===== src/hw/rtl/ipv4_fragment_header_generator_macros.svh =====
// ----------------------------------------------------------------------------
// IPv4 fragment header generator assertion macros
// Shared concurrent assertion helpers, clocked on i_clk and disabled in reset.
// ----------------------------------------------------------------------------
`ifndef IPV4_FRAGMENT_HEADER_GENERATOR_MACROS_SVH
`define IPV4_FRAGMENT_HEADER_GENERATOR_MACROS_SVH
`ifndef SYNTHESIS
// Checks that a property holds at every clock edge outside reset.
`define IPFHG_ASSERT(lbl, prop) \
    lbl: assert property (@(posedge i_clk) disable iff (!i_rst_n) (prop)) \
        else $error("ipfhg assertion failed");
// Checks that a condition in one cycle implies another in the next cycle.
`define IPFHG_ASSERT_NEXT(lbl, cond, nxt) \
    lbl: assert property (@(posedge i_clk) disable iff (!i_rst_n) (cond) |=> (nxt)) \
        else $error("ipfhg assertion failed");
`else
`define IPFHG_ASSERT(lbl, prop)
`define IPFHG_ASSERT_NEXT(lbl, cond, nxt)
`endif
`endif


===== src/hw/rtl/ipfhg_pkg.sv =====
// ----------------------------------------------------------------------------
// IPv4 fragment header generator package
// Constants and the command type passed from the front end to the back end.
// ----------------------------------------------------------------------------
package ipfhg_pkg;

    localparam logic [15:0] IP_HDR_BYTES  = 16'd20;
    localparam logic [15:0] MIN_MTU       = 16'd1280;
    localparam logic [15:0] RESET_MTU     = 16'd1500;
    localparam logic [15:0] PAYLOAD_MASK  = 16'hFFF8;

    localparam int QUEUE_DEPTH = 2;
    localparam int QUEUE_PTR_W = (QUEUE_DEPTH > 1) ? $clog2(QUEUE_DEPTH) : 1;
    localparam int QUEUE_CNT_W = $clog2(QUEUE_DEPTH + 1);

    // One packet request, already classified and tagged with its id and payload size.
    typedef struct packed {
        logic [7:0]  hdr_bytes;
        logic [15:0] usr_bytes;
        logic [15:0] payload;
        logic [15:0] id;
    } t_cmd;

endpackage


===== src/hw/rtl/ipfhg_pkt_if.sv =====
// ----------------------------------------------------------------------------
// Packet request channel
// Valid/ready channel carrying the header and user region sizes.
// ----------------------------------------------------------------------------
interface ipfhg_pkt_if;
    logic        valid;
    logic        ready;
    logic [7:0]  header_bytes;
    logic [15:0] user_bytes;

    modport source (output valid, output header_bytes, output user_bytes, input ready);
    modport sink   (input valid, input header_bytes, input user_bytes, output ready);
endinterface


===== src/hw/rtl/ipfhg_frag_if.sv =====
// ----------------------------------------------------------------------------
// Fragment descriptor channel
// Valid/ready channel carrying one IPv4 fragment descriptor per transfer.
// ----------------------------------------------------------------------------
interface ipfhg_frag_if;
    logic        valid;
    logic        ready;
    logic        from_user_region;
    logic [15:0] data_start;
    logic [15:0] data_bytes;
    logic [15:0] total_length;
    logic [15:0] identification;
    logic [13:0] flags_offset;
    logic        last_fragment;

    modport source (
        output valid, output from_user_region, output data_start, output data_bytes,
        output total_length, output identification, output flags_offset,
        output last_fragment, input ready
    );
    modport sink (
        input valid, input from_user_region, input data_start, input data_bytes,
        input total_length, input identification, input flags_offset,
        input last_fragment, output ready
    );
endinterface


===== src/hw/rtl/ipfhg_front.sv =====
// ----------------------------------------------------------------------------
// IPv4 fragment header generator front end
// Holds the MTU register and packet id, accepts requests and queues commands.
// ----------------------------------------------------------------------------
module ipfhg_front (
    input  logic               i_clk,
    input  logic               i_rst_n,
    input  logic               i_cfg_we,
    input  logic [15:0]        i_cfg_data,
    ipfhg_pkt_if.sink          i_pkt,
    input  logic               i_full,
    output logic               o_push,
    output ipfhg_pkg::t_cmd    o_cmd
);
    import ipfhg_pkg::*;

    logic [15:0] r_link_mtu;
    logic [15:0] r_packet_id;
    logic [15:0] mtu_eff;
    logic        accept;
    logic        empty_pkt;

    assign i_pkt.ready = !i_full;
    assign accept      = i_pkt.valid && i_pkt.ready;
    assign empty_pkt   = (i_pkt.header_bytes == 8'd0) && (i_pkt.user_bytes == 16'd0);
    assign mtu_eff     = (r_link_mtu < MIN_MTU) ? MIN_MTU : r_link_mtu;

    // An empty packet consumes an id but produces no fragments, so it is never queued.
    assign o_push          = accept && !empty_pkt;
    assign o_cmd.hdr_bytes = i_pkt.header_bytes;
    assign o_cmd.usr_bytes = i_pkt.user_bytes;
    assign o_cmd.payload   = (mtu_eff - IP_HDR_BYTES) & PAYLOAD_MASK;
    assign o_cmd.id        = r_packet_id + 16'd1;

    always_ff @(posedge i_clk) begin
        if (!i_rst_n) begin
            r_link_mtu  <= RESET_MTU;
            r_packet_id <= 16'd0;
        end else begin
            if (i_cfg_we) begin
                r_link_mtu <= i_cfg_data;
            end
            if (accept) begin
                r_packet_id <= r_packet_id + 16'd1;
            end
        end
    end
endmodule


===== src/hw/rtl/ipfhg_queue.sv =====
// ----------------------------------------------------------------------------
// IPv4 fragment header generator command queue
// Short register queue that decouples the front end from the back end.
// ----------------------------------------------------------------------------
`include "ipv4_fragment_header_generator_macros.svh"

module ipfhg_queue (
    input  logic               i_clk,
    input  logic               i_rst_n,
    input  logic               i_push,
    input  ipfhg_pkg::t_cmd    i_cmd,
    input  logic               i_pop,
    output logic               o_full,
    output logic               o_empty,
    output ipfhg_pkg::t_cmd    o_head
);
    import ipfhg_pkg::*;

    t_cmd                   r_mem [QUEUE_DEPTH];
    logic [QUEUE_PTR_W-1:0] r_wr_ptr;
    logic [QUEUE_PTR_W-1:0] r_rd_ptr;
    logic [QUEUE_CNT_W-1:0] r_count;

    function automatic logic [QUEUE_PTR_W-1:0] ptr_inc(input logic [QUEUE_PTR_W-1:0] p);
        return (p == QUEUE_PTR_W'(QUEUE_DEPTH - 1)) ? '0 : p + QUEUE_PTR_W'(1);
    endfunction

    assign o_full  = (r_count == QUEUE_CNT_W'(QUEUE_DEPTH));
    assign o_empty = (r_count == '0);
    assign o_head  = r_mem[r_rd_ptr];

    always_ff @(posedge i_clk) begin
        if (i_push) begin
            r_mem[r_wr_ptr] <= i_cmd;
        end
    end

    always_ff @(posedge i_clk) begin
        if (!i_rst_n) begin
            r_wr_ptr <= '0;
            r_rd_ptr <= '0;
            r_count  <= '0;
        end else begin
            if (i_push) begin
                r_wr_ptr <= ptr_inc(r_wr_ptr);
            end
            if (i_pop) begin
                r_rd_ptr <= ptr_inc(r_rd_ptr);
            end
            if (i_push && !i_pop) begin
                r_count <= r_count + QUEUE_CNT_W'(1);
            end else if (i_pop && !i_push) begin
                r_count <= r_count - QUEUE_CNT_W'(1);
            end
        end
    end

    `IPFHG_ASSERT(a_count_bound, r_count <= QUEUE_CNT_W'(QUEUE_DEPTH))
    `IPFHG_ASSERT(a_no_underflow, i_pop |-> !o_empty)
    `IPFHG_ASSERT_NEXT(a_push_grows, i_push && !i_pop, r_count == $past(r_count) + QUEUE_CNT_W'(1))
endmodule


===== src/hw/rtl/ipfhg_back.sv =====
// ----------------------------------------------------------------------------
// IPv4 fragment header generator back end
// Cuts queued packets into fragments and drives the descriptor output register.
// ----------------------------------------------------------------------------
`include "ipv4_fragment_header_generator_macros.svh"

module ipfhg_back (
    input  logic               i_clk,
    input  logic               i_rst_n,
    input  logic               i_empty,
    input  ipfhg_pkg::t_cmd    i_head,
    output logic               o_pop,
    ipfhg_frag_if.source       o_frag
);
    import ipfhg_pkg::*;

    logic        r_busy;
    logic        r_phase;
    logic [15:0] r_left;
    logic [15:0] r_pos;
    logic [15:0] r_cum;
    logic [15:0] r_usr;
    logic [15:0] r_payload;
    logic [15:0] r_id;

    logic        r_ov;
    logic        r_o_user;
    logic [15:0] r_o_start;
    logic [15:0] r_o_bytes;
    logic [15:0] r_o_total;
    logic [15:0] r_o_id;
    logic [13:0] r_o_flags;
    logic        r_o_last;

    logic [15:0] chunk;
    logic        region_done;
    logic        ends_packet;
    logic        last;
    logic        emit;

    assign chunk       = (r_left < r_payload) ? r_left : r_payload;
    assign region_done = (chunk == r_left);
    assign ends_packet = r_phase || (r_usr == 16'd0);
    assign last        = ends_packet && region_done;
    assign emit        = r_busy && (!r_ov || o_frag.ready);
    assign o_pop       = !r_busy && !i_empty;

    always_ff @(posedge i_clk) begin
        if (!i_rst_n) begin
            r_busy <= 1'b0;
        end else if (o_pop) begin
            r_busy <= 1'b1;
        end else if (emit && last) begin
            r_busy <= 1'b0;
        end
    end

    always_ff @(posedge i_clk) begin
        if (o_pop) begin
            // The queue never holds an empty packet, so one region is nonzero here.
            r_usr     <= i_head.usr_bytes;
            r_payload <= i_head.payload;
            r_id      <= i_head.id;
            r_pos     <= 16'd0;
            r_cum     <= 16'd0;
            if (i_head.hdr_bytes != 8'd0) begin
                r_phase <= 1'b0;
                r_left  <= {8'd0, i_head.hdr_bytes};
            end else begin
                r_phase <= 1'b1;
                r_left  <= i_head.usr_bytes;
            end
        end else if (emit) begin
            r_cum <= r_cum + chunk;
            if (region_done && !ends_packet) begin
                r_phase <= 1'b1;
                r_left  <= r_usr;
                r_pos   <= 16'd0;
            end else begin
                r_left <= r_left - chunk;
                r_pos  <= r_pos + chunk;
            end
        end
    end

    always_ff @(posedge i_clk) begin
        if (!i_rst_n) begin
            r_ov <= 1'b0;
        end else if (emit) begin
            r_ov <= 1'b1;
        end else if (o_frag.ready) begin
            r_ov <= 1'b0;
        end
    end

    always_ff @(posedge i_clk) begin
        if (emit) begin
            r_o_user  <= r_phase;
            r_o_start <= r_pos;
            r_o_bytes <= chunk;
            r_o_total <= IP_HDR_BYTES + chunk;
            r_o_id    <= r_id;
            r_o_flags <= {!last, r_cum[15:3]};
            r_o_last  <= last;
        end
    end

    assign o_frag.valid            = r_ov;
    assign o_frag.from_user_region = r_o_user;
    assign o_frag.data_start       = r_o_start;
    assign o_frag.data_bytes       = r_o_bytes;
    assign o_frag.total_length     = r_o_total;
    assign o_frag.identification   = r_o_id;
    assign o_frag.flags_offset     = r_o_flags;
    assign o_frag.last_fragment    = r_o_last;

    `IPFHG_ASSERT(a_busy_has_bytes, r_busy |-> (r_left != 16'd0))
    `IPFHG_ASSERT(a_last_clears_mf, r_ov && r_o_last |-> !r_o_flags[13])
    `IPFHG_ASSERT_NEXT(a_last_ends_run, emit && last && !o_pop, !r_busy)
endmodule


===== src/hw/rtl/ipv4_fragment_header_generator.sv =====
// ----------------------------------------------------------------------------
// IPv4 fragment header generator
// Turns packet requests into a run of IPv4 fragment descriptors.
// ----------------------------------------------------------------------------
// Usage: a packet request (header region size, user region size) is sent on
// i_pkt; each transfer on o_frag is one fragment descriptor, and the final
// descriptor of a packet carries last_fragment. The MTU register is written
// with i_cfg_we / i_cfg_data while the block is idle; values below 1280 are
// treated as 1280.
// Flow: a request reaches the back end through a two-entry command queue.
// The back end loads a command into its run registers and then produces
// one descriptor per cycle while the receiver keeps o_frag.ready high; it
// takes the next command only once its run is done. A descriptor passes
// from the queue entry through the run registers to the output register.
// The fragment loop in the back end sets the throughput. A request with both
// sizes zero produces no descriptor but still advances the identification.
// The front end takes a request whenever the queue has room, so it keeps
// accepting while the back end works or the receiver stalls.
// When the receiver holds o_frag.ready low, the output register holds its
// descriptor and the fragment loop pauses until the transfer completes.
// Reset (synchronous, active low) empties the queue, drops any fragment run
// in progress, clears the identification counter and restores an MTU of 1500.
// ----------------------------------------------------------------------------
module ipv4_fragment_header_generator (
    input  logic         i_clk,
    input  logic         i_rst_n,
    input  logic         i_cfg_we,
    input  logic [15:0]  i_cfg_data,
    ipfhg_pkt_if.sink    i_pkt,
    ipfhg_frag_if.source o_frag
);
    import ipfhg_pkg::*;

    // Command handoff between the front end and the queue.
    logic push;
    t_cmd push_cmd;

    // Queue status and head entry seen by the back end.
    logic q_full;
    logic q_empty;
    logic pop;
    t_cmd head_cmd;

    // The front end owns the MTU register and packet id; it classifies each
    // request, drops empty ones and queues the rest with their payload size.
    ipfhg_front u_front (
        .i_clk      (i_clk),
        .i_rst_n    (i_rst_n),
        .i_cfg_we   (i_cfg_we),
        .i_cfg_data (i_cfg_data),
        .i_pkt      (i_pkt),
        .i_full     (q_full),
        .o_push     (push),
        .o_cmd      (push_cmd)
    );

    // The queue lets the front end keep accepting while a run is in progress.
    ipfhg_queue u_queue (
        .i_clk   (i_clk),
        .i_rst_n (i_rst_n),
        .i_push  (push),
        .i_cmd   (push_cmd),
        .i_pop   (pop),
        .o_full  (q_full),
        .o_empty (q_empty),
        .o_head  (head_cmd)
    );

    // The back end walks the header region and then the user region into the
    // registered output stage, one fragment per cycle unless o_frag stalls.
    ipfhg_back u_back (
        .i_clk   (i_clk),
        .i_rst_n (i_rst_n),
        .i_empty (q_empty),
        .i_head  (head_cmd),
        .o_pop   (pop),
        .o_frag  (o_frag)
    );
endmodule


===== src/flat_wrapper.sv =====
// flat-port wrapper written by rule: the top's interface ports become plain ports
module ipv4_fragment_header_generator_flat import ipfhg_pkg::*;
  (i_clk, i_rst_n, i_cfg_we, i_cfg_data, i_pkt_valid, i_pkt_header_bytes, i_pkt_user_bytes, i_pkt_ready, o_frag_valid, o_frag_from_user_region, o_frag_data_start, o_frag_data_bytes, o_frag_total_length, o_frag_identification, o_frag_flags_offset, o_frag_last_fragment, o_frag_ready);
  ipfhg_pkt_if i_pkt_i ();
  ipfhg_frag_if o_frag_i ();
  input  logic i_clk;
  input  logic i_rst_n;
  input  logic i_cfg_we;
  input  logic [15:0] i_cfg_data;
  input wire logic [$bits(i_pkt_i.valid)-1:0] i_pkt_valid;
  input wire logic [$bits(i_pkt_i.header_bytes)-1:0] i_pkt_header_bytes;
  input wire logic [$bits(i_pkt_i.user_bytes)-1:0] i_pkt_user_bytes;
  output wire logic [$bits(i_pkt_i.ready)-1:0] i_pkt_ready;
  output wire logic [$bits(o_frag_i.valid)-1:0] o_frag_valid;
  output wire logic [$bits(o_frag_i.from_user_region)-1:0] o_frag_from_user_region;
  output wire logic [$bits(o_frag_i.data_start)-1:0] o_frag_data_start;
  output wire logic [$bits(o_frag_i.data_bytes)-1:0] o_frag_data_bytes;
  output wire logic [$bits(o_frag_i.total_length)-1:0] o_frag_total_length;
  output wire logic [$bits(o_frag_i.identification)-1:0] o_frag_identification;
  output wire logic [$bits(o_frag_i.flags_offset)-1:0] o_frag_flags_offset;
  output wire logic [$bits(o_frag_i.last_fragment)-1:0] o_frag_last_fragment;
  input wire logic [$bits(o_frag_i.ready)-1:0] o_frag_ready;
  assign i_pkt_i.valid = i_pkt_valid;
  assign i_pkt_i.header_bytes = i_pkt_header_bytes;
  assign i_pkt_i.user_bytes = i_pkt_user_bytes;
  assign i_pkt_ready = i_pkt_i.ready;
  assign o_frag_valid = o_frag_i.valid;
  assign o_frag_from_user_region = o_frag_i.from_user_region;
  assign o_frag_data_start = o_frag_i.data_start;
  assign o_frag_data_bytes = o_frag_i.data_bytes;
  assign o_frag_total_length = o_frag_i.total_length;
  assign o_frag_identification = o_frag_i.identification;
  assign o_frag_flags_offset = o_frag_i.flags_offset;
  assign o_frag_last_fragment = o_frag_i.last_fragment;
  assign o_frag_i.ready = o_frag_ready;
  ipv4_fragment_header_generator u_core (.i_clk(i_clk), .i_rst_n(i_rst_n), .i_cfg_we(i_cfg_we), .i_cfg_data(i_cfg_data), .i_pkt(i_pkt_i), .o_frag(o_frag_i));
endmodule

===== config.mk =====
export PLATFORM = sky130hd
export DESIGN_NAME = ipv4_fragment_header_generator_flat
export DESIGN_NICKNAME = d
export VERILOG_FILES = /design/src/hw/rtl/ipfhg_pkg.sv /design/src/hw/rtl/ipfhg_pkt_if.sv /design/src/hw/rtl/ipfhg_frag_if.sv /design/src/hw/rtl/ipfhg_front.sv /design/src/hw/rtl/ipfhg_queue.sv /design/src/hw/rtl/ipfhg_back.sv /design/src/hw/rtl/ipv4_fragment_header_generator.sv /design/src/flat_wrapper.sv
export VERILOG_INCLUDE_DIRS = /design/src /design/src/hw/rtl
export SDC_FILE = /design/constraint.sdc
export NUM_CORES = 1
export LEC_CHECK = 0
export BUFFER_PORTS_ARGS = -buffer_cell sky130_fd_sc_hd__buf_2
export CORE_MARGIN = 3
export CORE_UTILIZATION = 37
export CTS_CLUSTER_SIZE = 24
export DETAILED_ROUTE_END_ITERATION = 12
export REMOVE_ABC_BUFFERS = 1
export SLEW_MARGIN = 30
export SYNTH_ARGS = -nofsm -noshare
export SYNTH_HDL_FRONTEND = slang
export SYNTH_SLANG_ARGS = --single-unit

===== constraint.sdc =====
create_clock -name i_clk -period 6.8 [get_ports i_clk]
set_input_delay 1.02 -clock i_clk [delete_from_list [all_inputs] [get_ports i_clk]]
set_output_delay 1.02 -clock i_clk [all_outputs]
set_load 0.05 [all_outputs]

==> results.cfg <==
[critical_path]
criticalPathCategory = register to register
cp.buffers_inverters = 2
cp-end-kind = register
worst-r2r-setup-slack_ns = 1.47
crit_path_start_kind = register
critical-path-slowest-cell = o21ba_1
regToRegStartpoint = u_core.u_back.r_left[11]
critical_path.cell_chain = ha_1, a211o_1, a211o_1, a41oi_2, o21ba_1, buf_4, mux2i_1, inv_1, ha_1, and2_1, a31oi_1, o21ai_0, or4_1, a41oi_1, xor2_1, o21ai_1
critPathMaxStageDelay_ns = 0.73
critPathMaxFanout = 23
crit_arrival_ns = 5.75
critical_path.reg2reg.endpoint = u_core.u_back.r_pos[14]
kind_of_cell_adding_the_most_delay_to_the_critical_path = compound AO/OA/AOI/OAI gates
r2r.worst_path.cells = 16
worst_ep_required_time_ns = 7.21

[route]
post_drt_wl_per_cell_um = 17.3
starting_drc_count_in_detailed_routing = 373
route.detailed.vias_per_inst = 4.98
detail_route.first_pass.iterations = 5
ant_nets = 0
route.vias.total = 8797
detail_route.drc_violations = 0
total_routed_length_um = 30600

[timing]
drv_slew = 0
summed_negative_setup_slack_over_all_endpoints_ns = 0
fmax_ghz = 0.188
fin_skew_ns = 0.0169
worstMarginPinSlew_ns = 0.894
final_min_period_over_clock_period_pct = 78.4
timing.slew.headroom_pct = 40.4
hold_viol = 0
rsz0062_at_grt = no
setup_viol = 0
minimum_period_implied_by_the_final_worst_setup_slack_ns = 5.33

[cts]
clk_path_buf_depth = 3
htreeDepth = 2
post_cts_resized = 0
worst_skew_pair.late_latency_ns = 0.53
cts.repair_timing.setup_buffer_count = 0
clock-sinks = 315
cts_root_buffer = clkbuf_16
tritoncts = built
number_of_hold_buffers_added_after_cts = 0
numCtsBuffers = 36
path_clk_slew_ns = 0.06

[synth]
synth.distinct_cells = 63
synthFlopType = edfxtp_1
synth-seq-area-share_pct = 62.4
synth.largest_area_cell = edfxtp_1
post_synth.cell_area_avg_um2 = 12.9
cells_taking_the_most_area_after_synthesis = edfxtp_1 (53%), dfxtp_1 (9.8%), ha_1 (5.3%), mux2_2 (3.8%), xnor2_1 (2.9%)
area_of_the_mapped_netlist_um2 = 14100
number_of_synthesized_flops_with_an_enable_pin = 246
postSynth.asyncResetShare_pct = 0
syn-instance-count = 1092
yosys_register_bits = 315
yosys.area.top_type_share_pct = 52.5
number_of_warnings_printed_during_yosys_synthesis = 0

[final_layout]
largest_register_ff_count = 106
layout-area-overhead-vs-synth_pct = 17.5
design.final.nets = 1340
largest-register = u_core.u_queue.r_mem
post_route_cells_drive_above_1_share_pct = 21.0
layout.cell_area.non_filler_um2 = 16500
num-fill-cells = 3367

[floorplan]
die_area_um2 = 40400
fp.dieW_um = 201
fp.dieH_um = 201
initial_utilization_pct = 37.9
io_pins = 127
num_rows = 70
placeableCoreArea_um2 = 37000

[placement]
detailedPlacementHpwl_um = 21400
place.gp.congestion = 0.814
place_area_um2 = 15300
port_buffers = 124

[grt]
globalRouteOverflowTotal = 0
grt_pass1_vias = 8852
grt_pass1_wl_um = 48800
grt_usage_pct = 15.1
pin_count_of_the_biggest_net_entering_global_routing = 77
antenna_found_initial = 5

[run_status]
status = finished clean

[job]
max-cap-violations = 0

[worst_hold_path]
hold_path_depth = 0
hold_path_startpoint = u_core.u_back.r_id[10]
hold-path-endpoint = u_core.u_back.o_frag.identification[10]
timing.hold.worst.class = register to register
through the flow:
stage | util (%) | std cells | hold WS [ns] | worst slack [ns]
2_1_floorplan | - | 1060 | 0.400 | 1.75
3_3_place_gp | 41.2 | 1698 | 0.405 | 1.66
3_5_place_dp | 41.3 | 1700 | 0.405 | 1.57
4_1_cts | 44.5 | 1765 | 0.422 | 1.54
5_1_grt | 44.6 | 1765 | 0.435 | 1.02
6_report | 44.6 | 1767 | 0.420 | 1.47
placed cells by master, fill, tap and decap left out, types with 18 or more instances in the layout:
cell and n:
nor2b_1 18, edfxtp_1 246, inv_1 39, xor2_1 36
nor3_1 18, clkbuf_16 37, xnor2_1 47, nand2_1 83
nand3_1 23, nor2_1 57, o21ai_0 50, a21oi_1 51
and2_1 21, buf_2 124, nor4_1 22, mux2i_1 26
ha_1 59, dfxtp_1 68, mux2_2 48
layer usage:
| metal | GRT usage (%) | share of wire (%) |
|---|---|---|
| met2 | 24.7 | 46 |
| met4 | 3.69 | 1.8 |
| met3 | 3.84 | 5.6 |
| met1 | 20.1 | 46 |
| met5 | 0 | 0.16 |
kinds of logic after synthesis:
kind of cell             share of synthesized area (%)
adder cells (fa/ha/maj)                           5.54
multiplexers                                      5.91
AO/OA/AOI/OAI                                     8.62
flip-flops                                        62.4
XOR/XNOR                                          5.17
other                                           0.0267
AND/OR/NAND/NOR                                   10.2
buffers and inverters                             2.15
synth_stat cells, types with 22 or more instances:
library cell	count
clkbuf_1	22
nand2_1	83
nor4_1	22
mux2_2	48
nor2_1	59
ha_1	59
inv_1	41
dfxtp_1	69
edfxtp_1	246
o21ai_0	50
nand3_1	23
xnor2_1	47
xor2_1	36
mux2i_1	26
a21oi_1	51
layout make-up:
type	instances	area [µm²]	share of cell area, %
clock inverters	17	159	0.962
inverters	42	160	0.970
flip-flops and latches	315	8770	53.1
diodes	2	5.00	0.0303
well taps	504	631	3.82
multi-input cells	703	5010	30.3
clock buffers	48	1030	6.22
repair buffers	136	754	4.57
worst max-delay path by stage:
stage	from	end	cells after the start
3_3_place_gp	u_core.u_back.r_left[11]	u_core.u_back.r_cum[15]	18
5_1_grt	u_core.u_back.r_left[11]	u_core.u_back.r_cum[15]	18
3_5_place_dp	u_core.u_back.r_left[11]	u_core.u_back.r_left[2]	15
2_1_floorplan	o_frag_ready	u_core.u_back.r_pos[15]	7
6_report	u_core.u_back.r_left[11]	u_core.u_back.r_pos[14]	16
4_1_cts	u_core.u_back.r_left[11]	u_core.u_back.r_left[2]	15
Power is left out: the tool's default activity adds up to more than one toggle a clock period on the data nets, which glitch-free logic cannot reach.
